$ cat src/rtl/fsvg_pkg.sv
// Shared constants, types and tables for the fan sector vertex generator.
// No dependencies; every other file imports this package.
package fsvg_pkg;

  localparam int SEGMENTS      = 100;
  localparam int CORDIC_STAGES = 16;
  localparam int MAX_STAGES    = 24;
  localparam int NSTAGES       = (CORDIC_STAGES > MAX_STAGES) ? MAX_STAGES : CORDIC_STAGES;
  localparam int STG_W         = $clog2(MAX_STAGES);

  // Port field widths.
  localparam int IDX_W   = 7;
  localparam int RAD_W   = 16;
  localparam int ANG_W   = 18;
  localparam int COORD_W = 17;
  localparam int ADDR_W  = 4;
  localparam int DATA_W  = 32;

  typedef enum logic [ADDR_W-3:0] {
    REG_RADIUS = 2'd0,
    REG_START  = 2'd1,
    REG_END    = 2'd2
  } fsvg_reg_t;

  // Arc offset: round(span * (k-1) / SEGMENTS) = (2*prod + SEGMENTS) / (2*SEGMENTS),
  // done as a multiply by a rounded-up reciprocal.
  localparam int PROD_W  = ANG_W + IDX_W;
  localparam int NUM_W   = PROD_W + 2;
  localparam int OFF_DIV = 2 * SEGMENTS;
  localparam int SH1     = NUM_W + $clog2(OFF_DIV);
  localparam int M1_W    = NUM_W + 1;
  localparam logic [M1_W-1:0] M1 = M1_W'(((64'd1 << SH1) + OFF_DIV - 1) / OFF_DIV);
  localparam int OFF_W   = NUM_W - $clog2(OFF_DIV) + 1;

  // Angle units: 92160 per turn. The bias adds two turns and removes a quarter turn,
  // which keeps the sum positive.
  localparam int TURN_UNITS    = 92160;
  localparam int QUARTER_UNITS = 23040;
  localparam int ANGLE_BIAS    = 2 * TURN_UNITS - QUARTER_UNITS;
  localparam int V_W           = OFF_W + 2;

  // One turn is 1024 steps of 90 units; each step is 2^22 binary angle units.
  localparam int BIN_DIV   = 90;
  localparam int TURN_BITS = 10;
  localparam int FRAC_BITS = 22;
  localparam int RA_W      = $clog2(BIN_DIV);
  localparam int SH2       = V_W + RA_W;
  localparam int M2_W      = V_W + 1;
  localparam logic [M2_W-1:0] M2 = M2_W'(((64'd1 << SH2) + BIN_DIV - 1) / BIN_DIV);
  localparam int Q_W       = V_W - RA_W + 1;

  typedef logic [FRAC_BITS-1:0] ang_frac_tab_t [BIN_DIV];

  function automatic ang_frac_tab_t gen_ang_frac();
    ang_frac_tab_t tab;
    for (int i = 0; i < BIN_DIV; i++) begin
      tab[i] = FRAC_BITS'(((64'(i) << FRAC_BITS) + 45) / 90);
    end
    return tab;
  endfunction

  // Rounded binary angle of the remainder within one 90-unit step.
  localparam ang_frac_tab_t ANG_TAB = gen_ang_frac();

  // CORDIC datapath: x and y in Q30, z in binary angle units.
  localparam int XY_W = 33;
  localparam int Z_W  = 33;
  localparam logic signed [XY_W-1:0] GAIN = XY_W'(652032874);

  localparam logic [29:0] ATAN_TAB [MAX_STAGES] = '{
    30'd536870912, 30'd316933406, 30'd167458907, 30'd85004756, 30'd42667331,
    30'd21354465,  30'd10679838,  30'd5340245,   30'd2670163,  30'd1335087,
    30'd667544,    30'd333772,    30'd166886,    30'd83443,    30'd41722,
    30'd20861,     30'd10430,     30'd5215,      30'd2608,     30'd1304,
    30'd652,       30'd326,       30'd163,       30'd81
  };

  // Scaling of the unit vector by the radius.
  localparam int P_W       = RAD_W + 1 + XY_W;
  localparam int FRAC_Q    = 30;
  localparam int ROUND_BIT = 29;

  typedef struct packed {
    logic [RAD_W-1:0]        radius;
    logic signed [ANG_W-1:0] angle_a;
    logic signed [ANG_W-1:0] angle_b;
  } fsvg_cfg_t;

  typedef struct packed {
    logic signed [XY_W-1:0] x;
    logic signed [XY_W-1:0] y;
    logic signed [Z_W-1:0]  z;
    logic                   center;
    logic                   neg;
  } fsvg_cd_t;

endpackage

$ cat src/rtl/fsvg_scale.sv
// Back end: scales the rotated unit vector by the radius, rounds, offsets by r and clamps.
// One multiply stage; the placement logic is combinational. Depends on fsvg_pkg.
module fsvg_scale import fsvg_pkg::*; (
  input  logic               clk,
  input  logic               rst,
  input  logic               en,
  input  logic               valid_in,
  input  fsvg_cd_t           d_in,
  input  logic [RAD_W-1:0]   radius,
  output logic               valid_out,
  output logic [COORD_W-1:0] x_coord,
  output logic [COORD_W-1:0] y_coord
);

  localparam int SH_W = P_W - FRAC_Q;
  localparam logic signed [P_W-1:0] HALF = P_W'(1) << ROUND_BIT;

  logic signed [XY_W-1:0]  xn, yn;
  logic signed [RAD_W:0]   rs;
  logic signed [P_W-1:0]   px, py;
  logic                    center;

  function automatic logic [COORD_W-1:0] place_coord(input logic [RAD_W-1:0] r,
                                                     input logic signed [P_W-1:0] p);
    logic signed [P_W-1:0] rnd;
    logic signed [SH_W:0]  v;
    logic [COORD_W-1:0]    lim;
    rnd = (p + HALF) >>> FRAC_Q;
    v   = $signed(rnd[SH_W:0]) + $signed({{(SH_W+1-RAD_W){1'b0}}, r});
    lim = {r, 1'b0};
    if (v[SH_W]) begin
      return '0;
    end else if (v[SH_W-1:0] > (SH_W)'(lim)) begin
      return lim;
    end else begin
      return v[COORD_W-1:0];
    end
  endfunction

  always_comb begin
    xn = d_in.neg ? -$signed(d_in.x) : $signed(d_in.x);
    yn = d_in.neg ? -$signed(d_in.y) : $signed(d_in.y);
    rs = $signed({1'b0, radius});
  end

  always_ff @(posedge clk) begin
    if (rst) begin
      valid_out <= 1'b0;
    end else if (en) begin
      valid_out <= valid_in;
    end
  end

  always_ff @(posedge clk) begin
    if (en) begin
      px     <= P_W'(rs) * P_W'(xn);
      py     <= P_W'(rs) * P_W'(yn);
      center <= d_in.center;
    end
  end

  always_comb begin
    if (center) begin
      x_coord = COORD_W'(radius);
      y_coord = COORD_W'(radius);
    end else begin
      x_coord = place_coord(radius, px);
      y_coord = place_coord(radius, py);
    end
  end

endmodule

$ cat config.mk
export PLATFORM = sky130hd
export DESIGN_NAME = fsvg_scale
export DESIGN_NICKNAME = d
export VERILOG_FILES = /design/src/rtl/fsvg_pkg.sv /design/src/rtl/fsvg_scale.sv
export SDC_FILE = /design/constraint.sdc
export NUM_CORES = 2
export LEC_CHECK = 0
export ABC_AREA = 0
export BUFFER_PORTS_ARGS = -buffer_cell sky130_fd_sc_hd__buf_2
export CAP_MARGIN = 5
export CORE_ASPECT_RATIO = 0.7
export CORE_MARGIN = 2
export CORE_UTILIZATION = 60
export CTS_CLUSTER_SIZE = 14
export DETAILED_ROUTE_END_ITERATION = 7
export PLACE_DENSITY = 0.78
export REMOVE_ABC_BUFFERS = 1
export SYNTH_ARGS = -nofsm -noshare
export SYNTH_HDL_FRONTEND = slang
export SYNTH_SLANG_ARGS = --single-unit
$ cat constraint.sdc
create_clock -name clk -period 18.95 [get_ports clk]
set_clock_uncertainty 0.2 [all_clocks]
set_input_delay 3.79 -clock clk [delete_from_list [all_inputs] [get_ports clk]]
set_output_delay 3.79 -clock clk [all_outputs]
set_load 0.05 [all_outputs]
======== Yosys cells after proc, flatten, opt, wreduce, memory -nomap -nowiden ========
Cells that the tools add are included.
word-level totals
  logic and storage cells ................. 22
  bits in registers ....................... 102
  output and inout bits ................... 35
  input bits .............................. 121
cells by class
  $add $sub $neg .......................... 6
  muxes and demuxes ....................... 8
  multipliers ............................. 2
  $lt $le $gt $ge ......................... 2
operators by type and width
  kind                                                              number
  17-bit two-way mux                                                6
  50-bit by 31-bit adder with 50-bit output, second input constant  2
  17-bit by 33-bit multiplier with 50-bit output                    2
  33-bit two-way mux                                                2
  33-bit negator                                                    2
  20-bit by 17-bit adder with 21-bit output                         2
  20-bit by 17-bit greater-than comparator with 1-bit output        2

======== Depth between registers and ports, before layout ========
  word-level depth ........................ 6
  gate-level depth with buffers ........... 35
  gate-level depth less buffers ........... 33

======== Least setup slack after synthesis ========
Ideal clock, no wire load.
  path type ............................... input port to flip-flop
  start ................................... in d_in[68] (netlist bit)
  end ..................................... reg px[49] (data pin)
  arrival time ............................ 12.723 ns
  data required time ...................... 18.484 ns
  buffers on the path ..................... 2
  setup time .............................. 0.266 ns
  stages .................................. 32
  slack ................................... 5.761 ns
  cell sequence ........................... inv_1 clkbuf_1 ha_1 or3b_2 or3_4 or3_4 or3_1 or4_4 or4_4 o31ai_4 xnor2_1 buf_2 nand2_1 fa_1 fa_1 inv_1 fa_1 fa_1 fa_1 inv_1 fa_1 inv_1 ha_1 a21oi_1 nor2b_1 o21ai_0 nand2_1 a21oi_1 o21ai_0 a221o_1 nor4_1 nor3_1
on the way
  longest elaborated chain between the ends .. 3
RTL lines
  element                                           RTL line          RTL
  from (decl)                                       fsvg_scale.sv:8   input fsvg_cd_t d_in,
  33-bit negator                                    fsvg_scale.sv:41  xn = d_in.neg ? -$signed(d_in.x) : $signed(d_in.x);
  33-bit two-way mux *                              fsvg_scale.sv:41
  17-bit by 33-bit multiplier with 50-bit output *  fsvg_scale.sv:56  px <= P_W'(rs) * P_W'(xn);
  to (signal assigned)                              fsvg_scale.sv:56
  to (decl)                                         fsvg_scale.sv:20  logic signed [P_W-1:0] px, py;
Every way passes the cells marked *; elsewhere a longest branch is shown, timed or not.
A chain may end at the register's enable or synchronous reset.

======== Final worst setup path ========
  start ................................... in radius[3]
  end ..................................... out x_coord[8]
on the way
  longest elaborated chain between the ends .. 5
RTL lines
  element                                                     RTL line          RTL
  from (decl)                                                 fsvg_scale.sv:9   input logic [RAD_W-1:0] radius,
  20-bit by 17-bit adder with 21-bit output                   fsvg_scale.sv:29  v = $signed(rnd[SH_W:0]) + $signed({{(SH_W+1-RAD_W){1'b0}}, r});
  20-bit by 17-bit greater-than comparator with 1-bit output  fsvg_scale.sv:33  end else if (v[SH_W-1:0] > (SH_W)'(lim)) begin
  17-bit two-way mux                                          fsvg_scale.sv:33
  17-bit two-way mux *                                        fsvg_scale.sv:31  if (v[SH_W]) begin
  17-bit two-way mux *                                        fsvg_scale.sv:63  if (center) begin
  to (decl)                                                   fsvg_scale.sv:11  output logic [COORD_W-1:0] x_coord,
Marked as above.

==> flow_metrics.py <==
metrics = {
    "run_status": {
        "outcome": "finished clean",
    },
    "route": {
        "drt_iter0_markers": 2913,
        "wl_per_cell_um": 20.3,
        "detail_route.vias_per_cell": 5.76,
        "dr.pass1.iters": 6,
        "routed_wl_um": 116000,
        "num_vias": 33100,
        "drc_errors": 0,
        "ant_nets": 0,
    },
    "cts": {
        "clk_latency_ns": 0.29,
        "htreeDepth": 2,
        "cts_tree": "built",
        "cts_sinks": 44,
        "cts_buffer_depth": 2,
        "cts_resized": 0,
        "cts_root_buffer": "clkbuf_16",
        "cts-buffers-inserted": 5,
        "postCtsSetupBuffers": 0,
        "cts_hold_buf": 0,
        "clk_pin_slew_ns": 0.06,
    },
    "critical_path": {
        "cp-end-kind": "output pin",
        "cp.arrival_ns": 10.46,
        "r2r_cells": 2,
        "rr_endpoint": "valid_out",
        "cp_max_fo": 40,
        "critical_path_required_ns": 14.96,
        "r2r_setup_slack_ns": 18.15,
        "crit_path_end": "x_coord[8]",
        "crit_start": "radius[3]",
        "start_kind": "input port",
        "critPathKind": "in -> out",
        "worstReg2RegStart": "valid_out",
    },
    "yosys": {
        "synthCells": 4837,
        "synthTopCellsByCount": "1175 x inv_1, 1004 x fa_1, 796 x nand2_1",
        "synth.largest_area_cell": "fa_1",
        "async_flop_share_pct": 0,
        "synth_edf_count": 43,
        "avgSynthCellArea_sq_um": 8.65,
        "synth-seq-area-share_pct": 3.13,
        "synth_adder_area_share_pct": 57.1,
        "synth_most_common_cell": "inv_1",
        "netlist_area_sq_um": 41800,
        "synth_cell_types": 68,
        "synth_compound_area_share_pct": 6.03,
        "synthXorXnorAreaFrac_pct": 3.85,
        "synth_warnings": 0,
        "synth_area_leaders": "fa_1 48%, inv_1 11%, ha_1 9.0%, nand2_1 7.1%, and2_1 5.5%",
        "synth-seq-cells": 44,
        "synth_top_family_by_area": "adder cells",
        "synthMuxAreaShare_pct": 0.383,
        "synth_top_area_share_pct": 48.0,
        "synth-simple-area-share_pct": 17.1,
        "synth-main-ff-cell": "edfxtp_1",
    },
    "sta": {
        "worst_slew_pin_slew_ns": 1.23,
        "fmax_mhz": 69.2,
        "min_period_ns": 14.45,
        "slew_headroom_pct": 17.7,
        "finalMaxSlewViolations": 0,
        "final.setup.tns_ns": 0,
        "finalSetupViolCount": 0,
        "timing.final.crit_share_pct": 76.3,
        "hold_viol": 0,
        "fin_ws_ns": 4.50,
        "rsz0062_at_grt": "false",
    },
    "floorplan": {
        "rows": 80,
        "initial_core_util_pct": 61.0,
        "pin_count": 156,
        "core_sq_um": 68600,
        "dieArea_sq_um": 71900,
        "die_w_um": 320,
        "die_h_um": 225,
    },
    "layout": {
        "layout-drive-gt1-share_pct": 5.38,
        "fillers": 5690,
        "seq_area_sq_um": 1310,
        "syn_to_final_growth_pct": 4.72,
        "nets": 6258,
        "multi_input_area_sq_um": 35600,
    },
    "global_routing": {
        "grt_pass1_vias": 35200,
        "grt_max_degree": 69,
        "antenna_found_initial": 2,
        "grt_usage_pct": 34.1,
        "grt_pass1_wl_um": 191000,
        "grt_remaining_overflow": 0,
    },
    "place": {
        "preCtsSetupSlack_ns": 4.62,
        "place.gp.congestion": 0.949,
        "portBuffers": 122,
        "dp_hpwl_um": 90800,
    },
    "run": {
        "drv_cap": 0,
    },
    "hold_path": {
        "hp-class": "reg -> reg",
    },
}
-- metrics by stage --
step                      std cells  hold WS (ns)  instance area, sq um  utilization [%]
final                          5735         0.318                 43800             63.9
after global routing           5734         0.357                 43800             63.9
after CTS                      5734         0.316                 43800             63.9
after detailed placement       5726         0.304                 43600             63.6
after global placement         5726         0.267                 43600             63.6
after floorplan                4624         0.533                 41000                -
-- kinds of logic after synthesis --
kind of cell    after synthesis
mux                          16
xor+xnor                    184
fa+ha+maj                  1306
buf+inv                    1388
flops                        44
compound gates              396
simple gates               1503
-- sequential cells by signal (all words and copies together) (netlist names) --
| signal | flops |
|---|---|
| px | 21 |
| py | 21 |
| center | 1 |
| valid_out | 1 |
-- cells in the final DEF (no fill, tap or decap), types with 34 or more instances in the layout --
cell type	n
a21oi_1	109
and2_1	371
buf_2	122
buf_4	78
edfxtp_1	43
fa_1	1004
ha_1	302
inv_1	1175
nand2_1	796
nand3_1	41
nand4_1	35
nor2_1	113
nor3_1	35
o21ai_0	96
xnor2_1	118
xnor2_2	34
-- routing by layer --
metal  vias to the layer above  part of all wire, %  global-route usage [%]
met5                         -                    0                       0
met4                         0                  3.1                    8.92
met3                       289                   14                    10.6
met2                      1894                   42                    51.8
met1                     16500                   41                    48.0
li1                      14400                    -                       -
-- area by class of cell --
cell class / count / share of cell area (%)
well taps: 902 / 2.58
clock inverters: 2 / 0.137
diodes: 1 / 0.00571
flip-flops and latches: 44 / 2.99
inverters: 1175 / 10.1
repair buffers: 200 / 2.73
clock buffers: 6 / 0.294
multi-input cells: 3405 / 81.2
-- how the worst min path moves through the flow --
stage                    from   endpoint  slack (ns)  cells past startpoint
finish              valid_out  valid_out        0.32                      2
global route        valid_out  valid_out        0.36                      2
CTS                 valid_out  valid_out        0.32                      2
detailed placement  valid_out  valid_out        0.30                      2
global placement    valid_out  valid_out        0.27                      2
floorplan           valid_out  valid_out        0.53                      2
-- critical path, stage by stage --
cell      delay (ns)
buf_2           0.08
buf_4           0.54
buf_4           0.57
ha_1            0.30
o21ai_0         0.12
nor4_1          0.61
nor4_1          0.12
nor2_1          0.23
a21o_1          0.16
a21oi_1         0.07
xnor2_1         0.40
ha_1            0.34
a21o_1          0.17
a21oi_1         0.14
o21ai_0         0.13
a211oi_1        0.24
a21oi_1         0.21
nor3_1          0.27
a22oi_2         0.11
buf_4           0.26
mux2i_1         0.15
o21ai_0         0.94
buf_2           0.43
Power is not shown: default switching activity piles up to over one toggle a cycle in this logic, so the estimate is an artifact.
