`config.mk`:
```
export PLATFORM = sky130hd
export DESIGN_NAME = fsvg_angle
export DESIGN_NICKNAME = d
export VERILOG_FILES = /design/src/rtl/fsvg_pkg.sv /design/src/rtl/fsvg_angle.sv
export SDC_FILE = /design/constraint.sdc
export NUM_CORES = 2
export LEC_CHECK = 0
export BUFFER_PORTS_ARGS = -buffer_cell sky130_fd_sc_hd__buf_2
export CORE_UTILIZATION = 65
export DETAILED_ROUTE_END_ITERATION = 6
export PLACE_DENSITY = 0.93
export SETUP_SLACK_MARGIN = 0.5
export SLEW_MARGIN = 20
export SYNTH_ARGS = -nofsm -noshare
export SYNTH_HDL_FRONTEND = slang
export SYNTH_SLANG_ARGS = --single-unit
```
`constraint.sdc`:
```
create_clock -name clk -period 15.1 [get_ports clk]
set_clock_uncertainty 0.2 [all_clocks]
set_input_delay 0 -clock clk [delete_from_list [all_inputs] [get_ports clk]]
set_output_delay 0 -clock clk [all_outputs]
set_load 0.02 [all_outputs]
```
`src/rtl/fsvg_pkg.sv`:
```
// Shared constants, types and tables for the fan sector vertex generator.
// No dependencies; every other file imports this package.
package fsvg_pkg;

  localparam int SEGMENTS      = 100;
  localparam int CORDIC_STAGES = 16;
  localparam int MAX_STAGES    = 24;
  localparam int NSTAGES       = (CORDIC_STAGES > MAX_STAGES) ? MAX_STAGES : CORDIC_STAGES;
  localparam int STG_W         = $clog2(MAX_STAGES);

  // Port field widths.
  localparam int IDX_W   = 7;
  localparam int RAD_W   = 16;
  localparam int ANG_W   = 18;
  localparam int COORD_W = 17;
  localparam int ADDR_W  = 4;
  localparam int DATA_W  = 32;

  typedef enum logic [ADDR_W-3:0] {
    REG_RADIUS = 2'd0,
    REG_START  = 2'd1,
    REG_END    = 2'd2
  } fsvg_reg_t;

  // Arc offset: round(span * (k-1) / SEGMENTS) = (2*prod + SEGMENTS) / (2*SEGMENTS),
  // done as a multiply by a rounded-up reciprocal.
  localparam int PROD_W  = ANG_W + IDX_W;
  localparam int NUM_W   = PROD_W + 2;
  localparam int OFF_DIV = 2 * SEGMENTS;
  localparam int SH1     = NUM_W + $clog2(OFF_DIV);
  localparam int M1_W    = NUM_W + 1;
  localparam logic [M1_W-1:0] M1 = M1_W'(((64'd1 << SH1) + OFF_DIV - 1) / OFF_DIV);
  localparam int OFF_W   = NUM_W - $clog2(OFF_DIV) + 1;

  // Angle units: 92160 per turn. The bias adds two turns and removes a quarter turn,
  // which keeps the sum positive.
  localparam int TURN_UNITS    = 92160;
  localparam int QUARTER_UNITS = 23040;
  localparam int ANGLE_BIAS    = 2 * TURN_UNITS - QUARTER_UNITS;
  localparam int V_W           = OFF_W + 2;

  // One turn is 1024 steps of 90 units; each step is 2^22 binary angle units.
  localparam int BIN_DIV   = 90;
  localparam int TURN_BITS = 10;
  localparam int FRAC_BITS = 22;
  localparam int RA_W      = $clog2(BIN_DIV);
  localparam int SH2       = V_W + RA_W;
  localparam int M2_W      = V_W + 1;
  localparam logic [M2_W-1:0] M2 = M2_W'(((64'd1 << SH2) + BIN_DIV - 1) / BIN_DIV);
  localparam int Q_W       = V_W - RA_W + 1;

  typedef logic [FRAC_BITS-1:0] ang_frac_tab_t [BIN_DIV];

  function automatic ang_frac_tab_t gen_ang_frac();
    ang_frac_tab_t tab;
    for (int i = 0; i < BIN_DIV; i++) begin
      tab[i] = FRAC_BITS'(((64'(i) << FRAC_BITS) + 45) / 90);
    end
    return tab;
  endfunction

  // Rounded binary angle of the remainder within one 90-unit step.
  localparam ang_frac_tab_t ANG_TAB = gen_ang_frac();

  // CORDIC datapath: x and y in Q30, z in binary angle units.
  localparam int XY_W = 33;
  localparam int Z_W  = 33;
  localparam logic signed [XY_W-1:0] GAIN = XY_W'(652032874);

  localparam logic [29:0] ATAN_TAB [MAX_STAGES] = '{
    30'd536870912, 30'd316933406, 30'd167458907, 30'd85004756, 30'd42667331,
    30'd21354465,  30'd10679838,  30'd5340245,   30'd2670163,  30'd1335087,
    30'd667544,    30'd333772,    30'd166886,    30'd83443,    30'd41722,
    30'd20861,     30'd10430,     30'd5215,      30'd2608,     30'd1304,
    30'd652,       30'd326,       30'd163,       30'd81
  };

  // Scaling of the unit vector by the radius.
  localparam int P_W       = RAD_W + 1 + XY_W;
  localparam int FRAC_Q    = 30;
  localparam int ROUND_BIT = 29;

  typedef struct packed {
    logic [RAD_W-1:0]        radius;
    logic signed [ANG_W-1:0] angle_a;
    logic signed [ANG_W-1:0] angle_b;
  } fsvg_cfg_t;

  typedef struct packed {
    logic signed [XY_W-1:0] x;
    logic signed [XY_W-1:0] y;
    logic signed [Z_W-1:0]  z;
    logic                   center;
    logic                   neg;
  } fsvg_cd_t;

endpackage

```
`src/rtl/fsvg_angle.sv`:
```
// Front end: turns a vertex index into the CORDIC start word (binary angle, quadrant fold).
// Five register stages. Depends on fsvg_pkg.
module fsvg_angle import fsvg_pkg::*; (
  input  logic             clk,
  input  logic             rst,
  input  logic             en,
  input  logic             take,
  input  logic [IDX_W-1:0] vertex_index,
  input  fsvg_cfg_t        cfg,
  output logic             valid_out,
  output fsvg_cd_t         d_out
);

  logic signed [ANG_W-1:0]  lo, hi;
  logic [ANG_W-1:0]         span;

  logic                     v1, v2, v3, v4;
  logic [IDX_W-1:0]         k1;
  logic                     c2, c3, c4;
  logic [PROD_W-1:0]        prod2;
  logic [OFF_W-1:0]         off3;
  logic [V_W-1:0]           vv4;
  logic [Q_W-1:0]           q4;

  logic [NUM_W-1:0]         num;
  logic [NUM_W+M1_W-1:0]    full1;
  logic [V_W-1:0]           vsum;
  logic [V_W+M2_W-1:0]      full2;
  logic [V_W-1:0]           rem;
  logic [RA_W-1:0]          ra;
  logic [31:0]              t;
  logic                     quad;

  // The smaller angle is the start; the span is always non-negative.
  always_comb begin
    lo   = (cfg.angle_a < cfg.angle_b) ? cfg.angle_a : cfg.angle_b;
    hi   = (cfg.angle_a < cfg.angle_b) ? cfg.angle_b : cfg.angle_a;
    span = ANG_W'(hi - lo);
  end

  always_comb begin
    num   = {prod2, 1'b0} + NUM_W'(SEGMENTS);
    full1 = (NUM_W+M1_W)'(num) * (NUM_W+M1_W)'(M1);
    vsum  = V_W'(lo) + V_W'(off3) + V_W'(ANGLE_BIAS);
    full2 = (V_W+M2_W)'(vsum) * (V_W+M2_W)'(M2);
    rem   = vv4 - V_W'(q4) * V_W'(BIN_DIV);
    ra    = rem[RA_W-1:0];
    // The turn wraps for free: only the low quotient bits reach the binary angle.
    t     = {q4[TURN_BITS-1:0], ANG_TAB[ra]};
    quad  = t[31] ^ t[30];
  end

  always_ff @(posedge clk) begin
    if (rst) begin
      v1        <= 1'b0;
      v2        <= 1'b0;
      v3        <= 1'b0;
      v4        <= 1'b0;
      valid_out <= 1'b0;
    end else if (en) begin
      v1        <= take;
      v2        <= v1;
      v3        <= v2;
      v4        <= v3;
      valid_out <= v4;
    end
  end

  always_ff @(posedge clk) begin
    if (en) begin
      k1           <= vertex_index;
      c2           <= (k1 == '0);
      prod2        <= PROD_W'(span) * PROD_W'(k1 - IDX_W'(1));
      c3           <= c2;
      off3         <= full1[SH1 +: OFF_W];
      c4           <= c3;
      vv4          <= vsum;
      q4           <= full2[SH2 +: Q_W];
      d_out.x      <= GAIN;
      d_out.y      <= '0;
      // Angles in the left half plane are turned by half a turn and negated later.
      d_out.z      <= Z_W'($signed({t[31] ^ quad, t[30:0]}));
      d_out.center <= c4;
      d_out.neg    <= quad;
    end
  end

endmodule

```
### After elaboration in Yosys (flattened, before gate mapping)

Memory sizes are Yosys's and may differ from the RTL's. A register that Yosys moved wholly into a read port is not among the register bits.
Index checks and enable logic that the tools add are counted.
Widths: inputs -> output; s select.

| operators by class | value |
|---|---|
| add/subtract/negate cells | 6 |
| multiply operators | 4 |
| magnitude comparators | 2 |
| muxes and demuxes | 4 |
| bitwise gates (word level) | 3 |
| reduce and logical (&&, ||, !) cells | 1 |

Operators with widths:

| operator | count |
|---|---|
| $mul 27x26->53 const B | 1 |
| $mul 22x23->45 const B | 1 |
| $mux 22 | 2 |
| $mux 18 | 2 |
| $add 26x7->27 const B | 1 |
| $mul 19x8->25 | 1 |
| $add 18x21->22 | 1 |
| $add 22x18->22 const B | 1 |
| $lt 18x18->1 | 1 |
| $sub 18x18->18 | 1 |
| $mul 16x6->6 const B | 1 |
| $ge 8x8->1 const B | 1 |
| $not 7->8 | 1 |
| $sub 7x1->8 const B | 1 |
| $logic_not 7->1 | 1 |
| $sub 7x7->7 | 1 |
| $xor 1x1->1 | 2 |

| storage, ports and cells | value |
|---|---|
| bits in registers | 117 |
| memory bits (read-only) | 2816 |
| input bits | 63 |
| output and inout port bits | 102 |
| word-level logic and storage cells | 37 |
| memories | 1 |

Memory list:

| name | words | bits a word | read ports | clocked after Yosys merged registers in | wr ports | line | RTL |
|---|---|---|---|---|---|---|---|
| (no name shown) | 128 | 22 | 1 | 1 | 0 | fsvg_angle.sv:49 | `t = {q4[TURN_BITS-1:0], ANG_TAB[ra]};` |

### Logic depth before layout (Yosys ltp)

| logic depth | value |
|---|---|
| depth after elaboration | 6 |
| gate-level depth with buffers | 54 |
| mapped depth without buffers | 50 |

### Worst setup path before layout

OpenSTA, ideal clock, no wires.

| path | value |
|---|---|
| kind | input to register |
| start point | input cfg[15] (netlist name) |
| end point | register q4[9] (data pin) |
| arrival | 10.964 ns |
| required time | 14.640 ns |
| slack | 3.676 ns |
| cell stages on the path | 51 |
| path buffers | 3 |
| cell sequence | inv_1 -> ha_1 -> a21oi_2 -> o211ai_2 -> nor2_2 -> nand4_4 -> nand2_1 -> buf_2 -> buf_1 -> clkbuf_1 -> o21ai_0 -> ha_1 -> ha_1 -> inv_1 -> fa_1 -> nor2b_1 -> o21ai_0 -> a21boi_0 -> [15 not listed] -> fa_1 -> fa_1 -> inv_1 -> fa_1 -> inv_1 -> ha_1 -> a21o_1 -> a21oi_1 -> o211ai_1 -> o21ai_0 -> inv_1 -> a2111oi_1 -> o311a_1 -> o21bai_1 -> and2_1 -> o21a_1 -> nor2_1 -> xnor2_1 |

| on the way | value |
|---|---|
| word-level cells in the longest chain between the ends | 5 |

Ends and longest elaborated chain:

| item | line | RTL |
|---|---|---|
| from (decl) | fsvg_angle.sv:9 | `input fsvg_cfg_t cfg,` |
| $lt 18x18->1 | fsvg_angle.sv:36 | `lo = (cfg.angle_a < cfg.angle_b) ? cfg.angle_a : cfg.angle_b;` |
| $mux 18 (*) | fsvg_angle.sv:36 |  |
| $add 18x21->22 (*) | fsvg_angle.sv:44 | `vsum = V_W'(lo) + V_W'(off3) + V_W'(ANGLE_BIAS);` |
| $add 22x18->22 (*) | fsvg_angle.sv:44 |  |
| $mul 22x23->45 (*) | fsvg_angle.sv:45 | `full2 = (V_W+M2_W)'(vsum) * (V_W+M2_W)'(M2);` |
| net full2[38] | fsvg_angle.sv:28 | `logic [V_W+M2_W-1:0] full2;` |
| to (signal assigned) | fsvg_angle.sv:78 | `q4 <= full2[SH2 +: Q_W];` |
| to (decl) | fsvg_angle.sv:23 | `logic [Q_W-1:0] q4;` |

The timed path passes the listed nets; every way through them passes the cells marked *.
A chain may end at the register's enable or synchronous reset.

### Worst setup path in the final report

| path | value |
|---|---|
| start point | input cfg[16] (netlist name) |
| end point | register q4[6] (data pin) |

The elaborated chain is that of the path after synthesis.

==> impl_metrics.csv <==
group,metric,value,unit
clocking,clk_pin_slew_worst_paths,80,ps
setup_path,crit_type,"in2reg",
die,rows,79,
detailed_routing,vias,24170,
global_routing,grt-ovfl-total,0,
die,initial_core_util,66.03,%
layout,nets,4465,
layout,syn2layout_area_growth,4.069,%
detailed_routing,ant_nets,0,
setup_path,regToRegSetupSlack,3350,ps
synth,postSynthCellCount,3290,
synth,synth.avg_cell_area,9.364,µm²
global_routing,grt_start_max_net_pins,65,
synth,ys_seq_area_share,10.27,%
timing,clock.fmax,0.07525,GHz
global_routing,antenna_found_initial,3,
synth,netlist_area,0.03081,mm²
clocking,cts.sinks,107,
setup_path,crit_path_max_fanout,48,
min_path,min_path_type,"in2reg",
setup_path,startpoint_type,"input port",
clocking,clk_latency,410,ps
global_routing,grt_pass1_vias,25520,
detailed_routing,drtPass1Iterations,7,
timing,max_slew_margin,24.50,%
placed_design,place_congestion,0.9851,
timing,fin_crit_sh,88.01,%
clocking,postCtsSetupBuffers,0,
placed_design,io_buffers,82,
die,fp.dieArea,0.04827,mm²
run_status,status,"complete, but fails checks",
detailed_routing,drt-total-wl,83.90,mm
synth,ys_types,92,
detailed_routing,wl_met3,8.320,mm
synth,ys_warn_count,0,
timing,rsz0062_at_grt,"no",
detailed_routing,wl_met1,29.81,mm
run_status,violations,"DRC",
detailed_routing,wl_met2,39.87,mm
timing,worst_slew_pin_slew,1130,ps
min_path,hold_depth,2,
setup_path,r2r_cells,40,
detailed_routing,post-route-drc-count,16,
layout,final.fill_count,3223,
timing,hold_viol_final,0,
clocking,cts_buffer_depth,2,
clocking,cts_made_buffers,9,
die,die_y,219.7,µm
clocking,htreeDepth,3,
die,fp.dieW,219.7,µm
die,io_pins,165,
detailed_routing,vias_per_cell,6.104,
synth,synth-edff-count,102,
setup_path,worstPathArrival,13250,ps
run,maxCapViolCount,0,
synth,synth-seq-cells,107,
setup_path,cp-end-kind,"flip-flop",
placed_design,place_hpwl,67.57,mm
timing,setup_tns,0,ps
synth,synth-main-ff-cell,"edfxtp_1",
setup_path,cp_slowest_cell,"ha_1",
synth,async_reset_ff_share,0,%
timing,setup_viol,0,
layout,drive_gt1_share,5.134,%
setup_path,cpPeakStageDelay,920,ps
timing,post-route-min-period,13290,ps
global_routing,grt_usage,35.86,%
global_routing,grt_pass1_wl,131.6,mm
clocking,clockRootBuffer,"clkbuf_16",
detailed_routing,wire_per_inst,21.19,µm
detailed_routing,drtIter0Drc,2304,
timing,finalMaxSlewViolations,0,
clocking,cts_tree,"done",
detailed_routing,top_layer_used,"met5",
setup_path,required,15060,ps
die,core_area,0.04665,mm²
[Yosys cell counts, types with 10 or more instances]
master	count	share of area, %
nand3_1	38	0.62
and2_1	14	0.28
nor3_1	46	0.75
a31oi_1	17	0.35
nand2_1	128	1.6
clkbuf_1	55	0.67
buf_4	73	1.8
nor2b_1	25	0.51
edfxtp_1	102	9.9
nor4_1	12	0.24
a21o_1	36	0.88
a21oi_1	117	1.9
a211oi_1	26	0.63
inv_1	811	9.9
o21ai_1	11	0.18
ha_1	594	24
fa_1	462	30
nor2_1	197	2.4
and3_1	17	0.35
nand4_1	16	0.32
xnor2_1	84	2.4
nand2b_1	44	0.89
o21a_1	15	0.37
o31ai_1	10	0.24
xor2_1	39	1.1
o211ai_1	16	0.39
o21ai_0	93	1.5
[path summary, 6_finish.rpt]
path	startpoint	endpoint
min reg2reg	c3	c4
min	vertex_index[2]	k1[2]
max	cfg[16]	q4[6]
max reg2reg	off3[1]	q4[6]
[routing by layer]
layer  up-vias  GRT usage, %
met3       467         8.558
met5         -             0
met1     11570         42.01
li1      10610             -
met2      1525         59.61
met4         2         21.91
[worst max-delay path, delay by kind of cell]
| family | cells | cell delay (ps) |
|---|---|---|
| compound gates | 19 | 5330 |
| xor+xnor | 2 | 490 |
| simple gates | 6 | 1120 |
| fa+ha+maj | 12 | 5390 |
| buf+inv | 9 | 890 |
[state kept, by name (all words and copies together) (netlist names)]
register   count
v2             1
c4             1
k1             7
v4             1
d_out         30
vv4            7
c2             1
c3             1
prod2         25
valid_out      1
off3          20
v3             1
v1             1
q4            10
[through the flow]
step | utilization [%] | cell area, µm² | hold WS (ps) | std cells | worst slack [ps]
floorplan | - | 31050 | -127.6 | 3354 | 3676
global placement | 67.82 | 31640 | -23.17 | 3932 | 2394
detailed placement | 67.82 | 31640 | -21.63 | 3932 | 1935
CTS | 68.65 | 32030 | 93.71 | 3957 | 2095
global route | 68.71 | 32060 | 112.9 | 3959 | 1090
finish | 68.72 | 32060 | 108.1 | 3960 | 1811
[cell usage in the layout, fill, tap and decap left out, types with 7 or more instances in the layout]
cell             n
inv_1          811
ha_1           594
fa_1           461
nor2_1         197
nand2_1        128
a21oi_1        117
edfxtp_1       102
o21ai_0         93
buf_2           81
xnor2_1         80
conb_1          66
nor3_1          46
nand2b_1        44
nand3_1         38
xor2_1          36
a21o_1          36
buf_4           29
a211oi_1        26
nor2b_1         25
and3_1          17
a31oi_1         17
nand4_1         16
o211ai_1        16
o21a_1          15
and2_1          14
o21ai_1         11
nor4_1          11
o31ai_1         10
dlygate4sd3_1   10
and4_1           9
mux2i_1          9
clkbuf_16        9
a21boi_0         8
o22ai_1          8
a311oi_1         8
a211o_1          7
o21bai_1         7
[timing repair]
action | in CTS | in global routing
endpoints found under the setup margin | 0 | 0
endpoints found under the hold margin | 59 | 0
hold buffers | 10 | 0
gates resized for setup | 0 | 0
[area by class of cell]
| class | count | area [µm²] | share of cell area [%] |
|---|---|---|---|
| multi-input combinational | 2296 | 24070 | 75.07 |
| antenna | 3 | 7.507 | 0.02342 |
| clock buffer | 9 | 225.2 | 0.7025 |
| inverter | 812 | 3048 | 9.507 |
| clock inverter | 6 | 65.06 | 0.2029 |
| timing repair buffer | 120 | 723.2 | 2.256 |
| tap | 607 | 759.5 | 2.369 |
| sequential | 107 | 3163 | 9.866 |
[cell families (layout without fill, tap and decap cells)]
group                      Yosys count  in the layout  synth area share [%]
AOI/OAI and AO/OA                  452            452                 9.711
xor gates and xnor gates           127            127                 3.708
adders and majority gates         1056           1056                 54.15
buffers and inverters              951            947                 12.61
DFF                                107            107                 10.27
muxes                               11             11                0.4143
other                                2             69               0.02438
and+or+nand+nor                    584            584                 9.122
Power is left out: the tool's default activity adds up to more than one toggle a clock period on the data nets, which glitch-free logic cannot reach.
