===== config.mk =====
export PLATFORM = sky130hd
export DESIGN_NAME = fsvg_cell
export DESIGN_NICKNAME = d
export VERILOG_FILES = /design/src/rtl/fsvg_pkg.sv /design/src/rtl/fsvg_cell.sv
export SDC_FILE = /design/constraint.sdc
export NUM_CORES = 1
export LEC_CHECK = 0
export BUFFER_PORTS_ARGS = -buffer_cell sky130_fd_sc_hd__buf_4
export CORE_AREA = 2 2 197 199
export DETAILED_ROUTE_END_ITERATION = 16
export DIE_AREA = 0 0 199 201
export SKIP_LAST_GASP = 1
export SLEW_MARGIN = 40
export SYNTH_ARGS = -nofsm -noshare
export SYNTH_HDL_FRONTEND = slang
export SYNTH_SLANG_ARGS = --single-unit

===== constraint.sdc =====
create_clock -name clk -period 9.92 [get_ports clk]
set_input_delay 1.984 -clock clk [delete_from_list [all_inputs] [get_ports clk]]
set_output_delay 1.984 -clock clk [all_outputs]
set_load 0.02 [all_outputs]

===== src/rtl/fsvg_pkg.sv =====
// Shared constants, types and tables for the fan sector vertex generator.
// No dependencies; every other file imports this package.
package fsvg_pkg;

  localparam int SEGMENTS      = 100;
  localparam int CORDIC_STAGES = 16;
  localparam int MAX_STAGES    = 24;
  localparam int NSTAGES       = (CORDIC_STAGES > MAX_STAGES) ? MAX_STAGES : CORDIC_STAGES;
  localparam int STG_W         = $clog2(MAX_STAGES);

  // Port field widths.
  localparam int IDX_W   = 7;
  localparam int RAD_W   = 16;
  localparam int ANG_W   = 18;
  localparam int COORD_W = 17;
  localparam int ADDR_W  = 4;
  localparam int DATA_W  = 32;

  typedef enum logic [ADDR_W-3:0] {
    REG_RADIUS = 2'd0,
    REG_START  = 2'd1,
    REG_END    = 2'd2
  } fsvg_reg_t;

  // Arc offset: round(span * (k-1) / SEGMENTS) = (2*prod + SEGMENTS) / (2*SEGMENTS),
  // done as a multiply by a rounded-up reciprocal.
  localparam int PROD_W  = ANG_W + IDX_W;
  localparam int NUM_W   = PROD_W + 2;
  localparam int OFF_DIV = 2 * SEGMENTS;
  localparam int SH1     = NUM_W + $clog2(OFF_DIV);
  localparam int M1_W    = NUM_W + 1;
  localparam logic [M1_W-1:0] M1 = M1_W'(((64'd1 << SH1) + OFF_DIV - 1) / OFF_DIV);
  localparam int OFF_W   = NUM_W - $clog2(OFF_DIV) + 1;

  // Angle units: 92160 per turn. The bias adds two turns and removes a quarter turn,
  // which keeps the sum positive.
  localparam int TURN_UNITS    = 92160;
  localparam int QUARTER_UNITS = 23040;
  localparam int ANGLE_BIAS    = 2 * TURN_UNITS - QUARTER_UNITS;
  localparam int V_W           = OFF_W + 2;

  // One turn is 1024 steps of 90 units; each step is 2^22 binary angle units.
  localparam int BIN_DIV   = 90;
  localparam int TURN_BITS = 10;
  localparam int FRAC_BITS = 22;
  localparam int RA_W      = $clog2(BIN_DIV);
  localparam int SH2       = V_W + RA_W;
  localparam int M2_W      = V_W + 1;
  localparam logic [M2_W-1:0] M2 = M2_W'(((64'd1 << SH2) + BIN_DIV - 1) / BIN_DIV);
  localparam int Q_W       = V_W - RA_W + 1;

  typedef logic [FRAC_BITS-1:0] ang_frac_tab_t [BIN_DIV];

  function automatic ang_frac_tab_t gen_ang_frac();
    ang_frac_tab_t tab;
    for (int i = 0; i < BIN_DIV; i++) begin
      tab[i] = FRAC_BITS'(((64'(i) << FRAC_BITS) + 45) / 90);
    end
    return tab;
  endfunction

  // Rounded binary angle of the remainder within one 90-unit step.
  localparam ang_frac_tab_t ANG_TAB = gen_ang_frac();

  // CORDIC datapath: x and y in Q30, z in binary angle units.
  localparam int XY_W = 33;
  localparam int Z_W  = 33;
  localparam logic signed [XY_W-1:0] GAIN = XY_W'(652032874);

  localparam logic [29:0] ATAN_TAB [MAX_STAGES] = '{
    30'd536870912, 30'd316933406, 30'd167458907, 30'd85004756, 30'd42667331,
    30'd21354465,  30'd10679838,  30'd5340245,   30'd2670163,  30'd1335087,
    30'd667544,    30'd333772,    30'd166886,    30'd83443,    30'd41722,
    30'd20861,     30'd10430,     30'd5215,      30'd2608,     30'd1304,
    30'd652,       30'd326,       30'd163,       30'd81
  };

  // Scaling of the unit vector by the radius.
  localparam int P_W       = RAD_W + 1 + XY_W;
  localparam int FRAC_Q    = 30;
  localparam int ROUND_BIT = 29;

  typedef struct packed {
    logic [RAD_W-1:0]        radius;
    logic signed [ANG_W-1:0] angle_a;
    logic signed [ANG_W-1:0] angle_b;
  } fsvg_cfg_t;

  typedef struct packed {
    logic signed [XY_W-1:0] x;
    logic signed [XY_W-1:0] y;
    logic signed [Z_W-1:0]  z;
    logic                   center;
    logic                   neg;
  } fsvg_cd_t;

endpackage


===== src/rtl/fsvg_cell.sv =====
// One CORDIC rotation cell: a single micro-rotation with its own register stage.
// Depends on fsvg_pkg.
module fsvg_cell import fsvg_pkg::*; (
  input  logic             clk,
  input  logic             rst,
  input  logic             en,
  input  logic [STG_W-1:0] stage,
  input  logic             valid_in,
  input  fsvg_cd_t         d_in,
  output logic             valid_out,
  output fsvg_cd_t         d_out
);

  logic signed [XY_W-1:0] xs, ys;
  logic signed [Z_W-1:0]  atn;
  logic                   rot;

  always_comb begin
    xs  = $signed(d_in.x) >>> stage;
    ys  = $signed(d_in.y) >>> stage;
    atn = $signed(Z_W'(ATAN_TAB[stage]));
    rot = ~d_in.z[Z_W-1];
  end

  always_ff @(posedge clk) begin
    if (rst) begin
      valid_out <= 1'b0;
    end else if (en) begin
      valid_out <= valid_in;
    end
  end

  always_ff @(posedge clk) begin
    if (en) begin
      d_out.x      <= rot ? $signed(d_in.x) - ys : $signed(d_in.x) + ys;
      d_out.y      <= rot ? $signed(d_in.y) + xs : $signed(d_in.y) - xs;
      d_out.z      <= rot ? $signed(d_in.z) - atn : $signed(d_in.z) + atn;
      d_out.center <= d_in.center;
      d_out.neg    <= d_in.neg;
    end
  end

endmodule


Yosys cells after proc, flatten, opt, wreduce, memory -nomap -nowiden
Memories as Yosys holds them, arrays and structs flattened. Index checks and enable logic that the tools add are counted.

Bits in registers: 102. Bits in read-only memories: 960. Input port bits: 110. Output and inout bits: 102. Logic and storage cells: 22. Memories kept: 1.

Memory list: (name not given) (depth 32, bits a word 30, read ports 1, clocked after memory_dff 0, wr ports 0, RTL line fsvg_cell.sv:21) `atn = $signed(Z_W'(ATAN_TAB[stage]));`.

$add $sub $neg: 6. Magnitude comparators: 1. Shifts and indexed selects: 2. Muxes and demuxes: 5. Bitwise operators: 1.

Operator list (number): 33-bit 2-to-1 mux (3); 33-bit adder (2); 33-bit by 5-bit >>> shifter with 33-bit output (2); 33-bit subtractor (2); 30-bit 2-to-1 mux (2); 33-bit by 31-bit adder with 33-bit output (1); 33-bit by 31-bit subtractor with 33-bit output (1); 6-bit >= comparator (second input constant) (1); 5-bit NOT with 6-bit output (1).

Depth between registers and ports, before layout
Gate-level depths: netlist of run 1.

Depth in word-level cells: 6. Depth in mapped cells: 26. Mapped depth without buffers: 23.

Least setup slack after synthesis of run 1
No wires, ideal clock.

Path type: input port to flip-flop. From: input port stage[1]. To: register d_out[33] (netlist name), data pin. Setup time: 0.264 ns. Data arrival time: 7.104 ns. Data required time: 9.656 ns. Setup slack: 2.552 ns. Cell stages on the path: 23. Path buffers: 3. Path through: buf_2 > inv_2 > clkbuf_1 > buf_1 > ha_1 > nand2_1 > o211a_1 > o31a_1 > a2111oi_0 > and3_1 > and3_1 > nor2_1 > xor2_1 > ha_1 > a211oi_1 > a32oi_1 > and3_1 > a221oi_1 > o21ai_0 > nand4_1 > nand4b_1 > a221oi_1 > xnor2_1.

Cells in the longest elaborated chain, start to end: 6. Elaborated cells between the ends (all ways): 7. Classes of those cells: add/sub (2); mux (3); bitwise (1); memory (1).

RTL lines: start: declaration (RTL line fsvg_cell.sv:7) `input logic [STG_W-1:0] stage,`; 5-bit NOT with 6-bit output (not written as such) * (RTL line fsvg_cell.sv:21); memory 32 x 30 bit *; 30-bit 2-to-1 mux (not written as such) * (2 in a row) (RTL line fsvg_cell.sv:21); 33-bit by 31-bit subtractor with 33-bit output / 33-bit by 31-bit adder with 33-bit output (equally long branches) (RTL line fsvg_cell.sv:37) `d_out.z <= rot ? $signed(d_in.z) - atn : $signed(d_in.z) + atn;`; 33-bit 2-to-1 mux * (RTL line fsvg_cell.sv:37); end: declaration (RTL line fsvg_cell.sv:11) `output fsvg_cd_t d_out`.

Every way passes the cells marked *; elsewhere a longest branch is shown, timed or not. The select of a mux whose other input is x is not followed. A chain may end at the register's enable or synchronous reset.

Final worst setup path of run 1
Ends and elaborated chain as after synthesis.

==> results of run 1 <==
-- placed cells by master, fill, tap and decap left out, types with 65 or more instances in the layout --
cell type / synthesis / layout
buf_4: 4 / 231
a21oi_1: 156 / 156
nand2_1: 153 / 153
nor2_1: 146 / 144
ha_1: 108 / 108
edfxtp_1: 101 / 101
xnor2_1: 99 / 99
o21ai_0: 93 / 92
xor2_1: 75 / 75
mux4_2: 65 / 65
-- worst max-delay path, stage by stage --
cell and delay, ns:
buf_4 0.55, inv_2 0.27, ha_1 0.43, or2_2 0.40, a21oi_1 0.23, o21ai_1 0.17
a2111oi_0 0.83, and3_1 0.33, and3_1 0.29, nor2_1 0.08, xor2_1 0.16, ha_1 0.33
a211oi_1 0.37, a32oi_1 0.20, and3_1 0.21, a221oi_1 0.49, o21ai_0 0.32, nand4_1 0.17
nand4b_1 0.14, a221oi_1 0.33, xnor2_1 0.12
-- state kept, by name, summed over array words and instances, names as in the netlist --
| name | cells |
|---|---|
| valid_out | 1 |
| d_out | 101 |
-- per-stage QoR --
| step | util (%) | std cells | total power (W) |
|---|---|---|---|
| final | 45.2 | 2390 | 0.00254 |
| after global routing | 45.2 | 2390 | 0.00270 |
| after CTS | 45.2 | 2389 | 0.00254 |
| after detailed placement | 44.5 | 2373 | 0.00218 |
| after global placement | 44.5 | 2373 | 0.00218 |
| after floorplan | - | 1722 | 0.00170 |
-- power groups by stage --
stage / clock (W) / sequential, W / combinational [W]
4_1_cts: 0.000350 / 0.000678 / 0.00151
6_report: 0.000338 / 0.000676 / 0.00152
3_5_place_dp: 0 / 0.000684 / 0.00150
2_1_floorplan: 0 / 0.000836 / 0.000860
3_3_place_gp: 0 / 0.000684 / 0.00149
5_1_grt: 0.000364 / 0.000687 / 0.00165
-- worst max-delay path by stage --
stage / from / cells past startpoint / slack [ns] / to
floorplan: stage[1] / 23 / 2.55 / d_out[33]
CTS: stage[0] / 21 / 1.69 / d_out[33]
global route: stage[2] / 20 / 1.29 / d_out[33]
finish: stage[1] / 21 / 1.59 / d_out[33]
detailed placement: stage[0] / 21 / 1.30 / d_out[33]
global placement: stage[0] / 21 / 1.28 / d_out[33]
-- cells by family (layout without fill, tap and decap cells) --
group                      after synthesis  in the layout  synth area share [%]
muxes                                  153            153                  16.0
adders and majority gates              111            111                  9.39
and+or+nand+nor                        505            505                  16.4
buffers and inverters                  132            282                  4.00
DFF                                    102            102                  20.3
AOI/OAI and AO/OA                      545            545                  23.8
xor gates and xnor gates               174            174                  10.1
-- final cells by class --
class                      instances  share of cell area, %
timing repair buffer             233                   10.2
inverter                          33                  0.719
multi-input combinational       1488                   66.1
sequential                       102                   17.7
clock buffer                      10                   1.33
tap                              518                   3.76
clock inverter                     6                  0.167
-- routing by layer --
layer	global-route usage, %	vias up	wire [um]
met5	0	-	0
met4	10.5	0	1890
met3	6.70	117	5690
met2	42.0	774	24500
met1	39.6	7181	24900
li1	-	6871	-
==> reports/results.tsv, run 1 <==
stage	metric	value	unit
placed_design	dp_hpwl	44.2	mm
pwr	switching_power	0.00110	W
clocking	cts_root_buf	clkbuf_16	
finish	nFillCells	3781	
logic_synthesis	syn_nets	1943	
logic_synthesis	synth_top_area_share	20.2	%
logic_synthesis	synthTopCellsByArea	edfxtp_1, mux4_2, ha_1	
placed_design	io_buffer_count	211	
logic_synthesis	synth_common_cells	a21oi_1, nand2_1, nor2_1	
finish	syn_to_final_growth	14.6	%
sta	hold_viol	0	
drt	firstDrtPassIters	6	
worst_setup_path	r2r-end	valid_out	
clocking	cts_max_level	3	
status	status	finished, final reports clean	
drt	avgRoutedWirePerCell	23.9	um
drt	drc	0	
finish	fin_nets	2088	
global_route	track_usage	28.3	%
sta	final.setup_skew	0	ns
global_route	grt-ovfl-total	0	
pwr	vdd_drop_max	0.104	mV
worst_setup_path	r2r_start	valid_out	
clocking	cts-buffers-inserted	9	
clocking	clk_path_buf_depth	2	
logic_synthesis	yosysMostFrequentCell	a21oi_1	
worst_setup_path	cp.required	10.07	ns
pwr	p_leak	6.96	nW
placed_design	place_ws	1.30	ns
sta	grt_setup_unrepaired	false	
pwr	internal_power	0.00144	W
drt	via_count	14900	
placed_design	gp_congestion	1.01	
worst_setup_path	critPathMaxFanout	52	
hold_path	hold_path_end	valid_out	
logic_synthesis	synth_top_flop_cell	edfxtp_1	
logic_synthesis	synth_edf_count	101	
global_route	antenna_found_initial	0	
floorplanning	core	0.0381	mm^2
sta	layout_setup_ws	1.59	ns
finish	fin_area	0.0172	mm^2
hold_path	worstHoldStart	valid_out	
sta	finalSetupTns	0	ns
floorplanning	die_h	201	um
logic_synthesis	ys_types	90	
pwr	seqPwrFrac	26.6	%
floorplanning	start_util	39.4	%
clocking	postCtsSetupBuffers	0	
logic_synthesis	seq_area_frac_synth	20.3	%
worst_setup_path	worst_setup_path_end_kind	flip-flop	
logic_synthesis	async_reset_ff_share	0	%
drt	drt-initial-drc-count	1532	
finish	seqCellArea	0.00305	mm^2
worst_setup_path	r2r_cells	2	
placed_design	dpl_cell_area	0.0170	mm^2
sta	worst_pin_slew	0.891	ns
hold_path	whs_path_depth	2	
logic_synthesis	yosys_warnings	0	
clocking	clkTransAtPathRegs	0.07	ns
logic_synthesis	synth.cell_area	0.0150	mm^2
hold_path	min_path_type	flip-flop to flip-flop	
worst_setup_path	r2r_setup_slack	9.34	ns
floorplanning	die_area	0.0400	mm^2
drt	drt-total-wl	57.0	mm
clocking	clock-sinks	102	
drt	ant_nets	0	
logic_synthesis	syn_area_per_cell	8.73	um^2
clocking	cts_hold_buffers	0	
finish	drive_above_1_share	19.3	%
worst_setup_path	worstSetupPathType	input port to flip-flop	
global_route	first_global_vias	14100	
sta	min_period_over_period	83.9	%
logic_synthesis	synth_top_cell_by_area	edfxtp_1	
worst_setup_path	critical_path_arrival	8.47	ns
clocking	cts_tree	yes	
clocking	insertion_delay	0.39	ns
sta	slew_headroom	39.1	%
floorplanning	dieWidth	199	um
floorplanning	pin_count	212	
logic_synthesis	ys_seq_elements	102	
drt	via_per_inst	6.25	
sta	drv_slew	0	
global_route	grt_pass1_wl	85.7	mm
job	max_cap_viol_count	0	
pwr	power_density	147	mW/mm^2
finish	multiInputGateArea	0.0114	mm^2
clocking	post_cts_resized	0	
sta	finalSetupViolCount	0	
logic_synthesis	postSynthCellCount	1722	
worst_setup_path	critPathLaunchType	input port	
finish	antennaDiodeCount	0	
pwr	swShare	43.5	%
sta	timing.hold.ws	0.510	ns
pwr	clockPowerShare	13.3	%
pwr	power_frac_comb	60.1	%
floorplanning	core.rowCount	72	
global_route	grt_max_degree	62	
sta	fmax	120	MHz
sta	period_minus_slack	8.33	ns
No activity file was read; power rests on OpenSTA's default activity.
==> run 2: changes to the inputs <==
==> constraint.sdc (replaced) <==
create_clock -name clk -period 8.1 [get_ports clk]
set_input_delay 1.62 -clock clk [delete_from_list [all_inputs] [get_ports clk]]
set_output_delay 1.62 -clock clk [all_outputs]
set_load 0.02 [all_outputs]
==> reports/results.tsv, run 2 (same netlist as run 1, synthesis figures left out) <==
stage	metric	value	unit
finish	reg_top3	d_out: 101 flops, valid_out: 1 flops	
floorplanning	core.rowCount	72	
drt	drt-initial-drc-count	1695	
sta	period_minus_slack	7.27	ns
placed_design	io_buffer_count	211	
clocking	cts_max_level	3	
placed_design	dpl_cell_area	0.0176	mm^2
worst_setup_path	critPathBufInv	4	
worst_setup_path	path_delay_family	compound AO/OA/AOI/OAI gates	
hold_path	worstHoldStart	valid_out	
floorplanning	start_util	39.4	%
worst_setup_path	slowest_stage	buf_4	
finish	fin_area	0.0180	mm^2
floorplanning	core	0.0381	mm^2
floorplanning	dieWidth	199	um
finish	multiInputGateArea	0.0114	mm^2
clocking	cts_tree	yes	
pwr	clockPowerShare	14.8	%
sta	final.setup_skew	0	ns
worst_setup_path	critPathLaunchType	input port	
pwr	power_frac_comb	59.7	%
worst_setup_path	worstSetupStartpoint	stage[0]	
drt	drt-total-wl	58.0	mm
global_route	track_usage	28.7	%
sta	finalSetupTns	0	ns
finish	final_cell_mix	buf_4, a21oi_1, nand2_1, nor2_1, ha_1	
pwr	vdd_drop_max	0.120	mV
floorplanning	die_area	0.0400	mm^2
status	status	finished, final reports clean	
finish	nFillCells	3745	
finish	syn_to_final_growth	19.5	%
floorplanning	pin_count	212	
finish	layout_commonest_cell	buf_4	
finish	fin_nets	2176	
drt	via_count	15400	
finish	seqCellArea	0.00305	mm^2
drt	via_per_inst	6.23	
placed_design	gp_congestion	1.04	
sta	slew_headroom	29.8	%
pwr	internal_power	0.00189	W
clocking	clkTransAtPathRegs	0.07	ns
clocking	clk_path_buf_depth	2	
pwr	seqPwrFrac	25.5	%
global_route	grt_pass1_wl	87.2	mm
sta	fmax	138	MHz
clocking	postCtsSetupBuffers	0	
sta	grt_setup_unrepaired	false	
pwr	switching_power	0.00137	W
clocking	cts-buffers-inserted	9	
sta	drv_slew	0	
pwr	p_leak	7.42	nW
finish	top_register	d_out	
sta	min_period_over_period	89.7	%
global_route	antenna_found_initial	3	
finish	largest_reg_flops	101	
sta	worst_pin_slew	1.05	ns
sta	finalSetupViolCount	0	
pwr	swShare	42.0	%
drt	drc	0	
worst_setup_path	critPathMaxFanout	39	
drt	ant_nets	0	
drt	avgRoutedWirePerCell	23.4	um
global_route	first_global_vias	14700	
worst_setup_path	critical_path_arrival	7.41	ns
clocking	insertion_delay	0.39	ns
finish	antennaDiodeCount	0	
job	max_cap_viol_count	0	
clocking	clock-sinks	102	
global_route	grt-ovfl-total	0	
drt	firstDrtPassIters	5	
worst_setup_path	cp.required	8.24	ns
clocking	post_cts_resized	0	
worst_setup_path	crit_chain	buf_4 -> buf_4 -> mux2_2 -> mux2i_1 -> o22ai_1 -> a211oi_1 -> buf_4 -> and2_1 -> nor4b_1 -> buf_4 -> nor2b_1 -> and2_1 -> a21oi_1 -> xor2_1 -> ha_1 -> a21oi_1 -> o21ai_0 -> a21o_1 -> a21oi_1 -> o31ai_1 -> a221o_1 -> a221oi_1 -> a21oi_1 -> xnor2_1	
worst_setup_path	slowest_delay	0.49	ns
sta	hold_viol	0	
hold_path	min_path_type	flip-flop to flip-flop	
pwr	power_density	181	mW/mm^2
worst_setup_path	worst_setup_path_end_kind	flip-flop	
clocking	cts_hold_buffers	0	
placed_design	dp_hpwl	45.6	mm
worst_setup_path	worstSetupPathType	input port to flip-flop	
worst_setup_path	r2r_start	valid_out	
finish	drive_above_1_share	23.1	%
floorplanning	die_h	201	um
global_route	grt_max_degree	76	
clocking	cts_root_buf	clkbuf_16	
run 2: changes by cell type in the layout (fill, tap and decap cells not counted), moves of 2 or more:
cell and change:
buf_4 +87, a2111oi_1 +2, bufinv_16 +2, a2111oi_0 -2, buf_12 +2, clkinv_1 -2
run 2: worst register-to-register path, delay by kind of cell, from the launching register on:
family | cells | cell delay, ns
DFF | 1 | 0.31
and+or+nand+nor | 1 | 0.05
muxes | 1 | 0.12
run 2: worst paths after layout:
kind           endpoint  slack, ns  cells after the start
max          d_out[100]       0.83                     24
min           valid_out       0.51                      2
max reg2reg   valid_out       7.52                      2
min reg2reg   valid_out       0.51                      2
run 2: power by group through the flow:
stage                     registers, W  clock network [W]  logic [W]
after detailed placement      0.000840                  0    0.00191
after CTS                     0.000832           0.000498    0.00193
final                         0.000829           0.000482    0.00195
after global routing          0.000845           0.000514    0.00210
after global placement        0.000839                  0    0.00191
after floorplan                0.00102                  0    0.00105
run 2: metrics by stage:
| step | hold slack, ns | setup slack (ns) | total power [W] | util, % | cells |
|---|---|---|---|---|---|
| final | 0.511 | 0.835 | 0.00326 | 47.1 | 2478 |
| after global routing | 0.584 | 0.431 | 0.00346 | 47.1 | 2478 |
| after CTS | 0.517 | 0.865 | 0.00326 | 47.1 | 2477 |
| after detailed placement | 0.498 | 0.486 | 0.00275 | 46.3 | 2461 |
| after global placement | 0.483 | 0.601 | 0.00275 | 46.3 | 2461 |
| after floorplan | 0.579 | 1.10 | 0.00208 | - | 1722 |
run 2: cell type report:
cell class	count	area share [%]
multi-input cells	1488	63.4
repair buffers	321	13.5
well taps	518	3.61
clock inverters	7	0.495
inverters	33	0.690
clock buffers	9	1.25
flip-flops and latches	102	17.0
run 2: metal layers:
layer | global-route usage, % | share of wire, % | vias to the layer above
li1 | - | - | 7053
met1 | 39.0 | 42 | 7395
met2 | 42.2 | 42 | 844
met3 | 8.69 | 11 | 152
met4 | 11.8 | 4.1 | 0
met5 | 0 | 0 | -
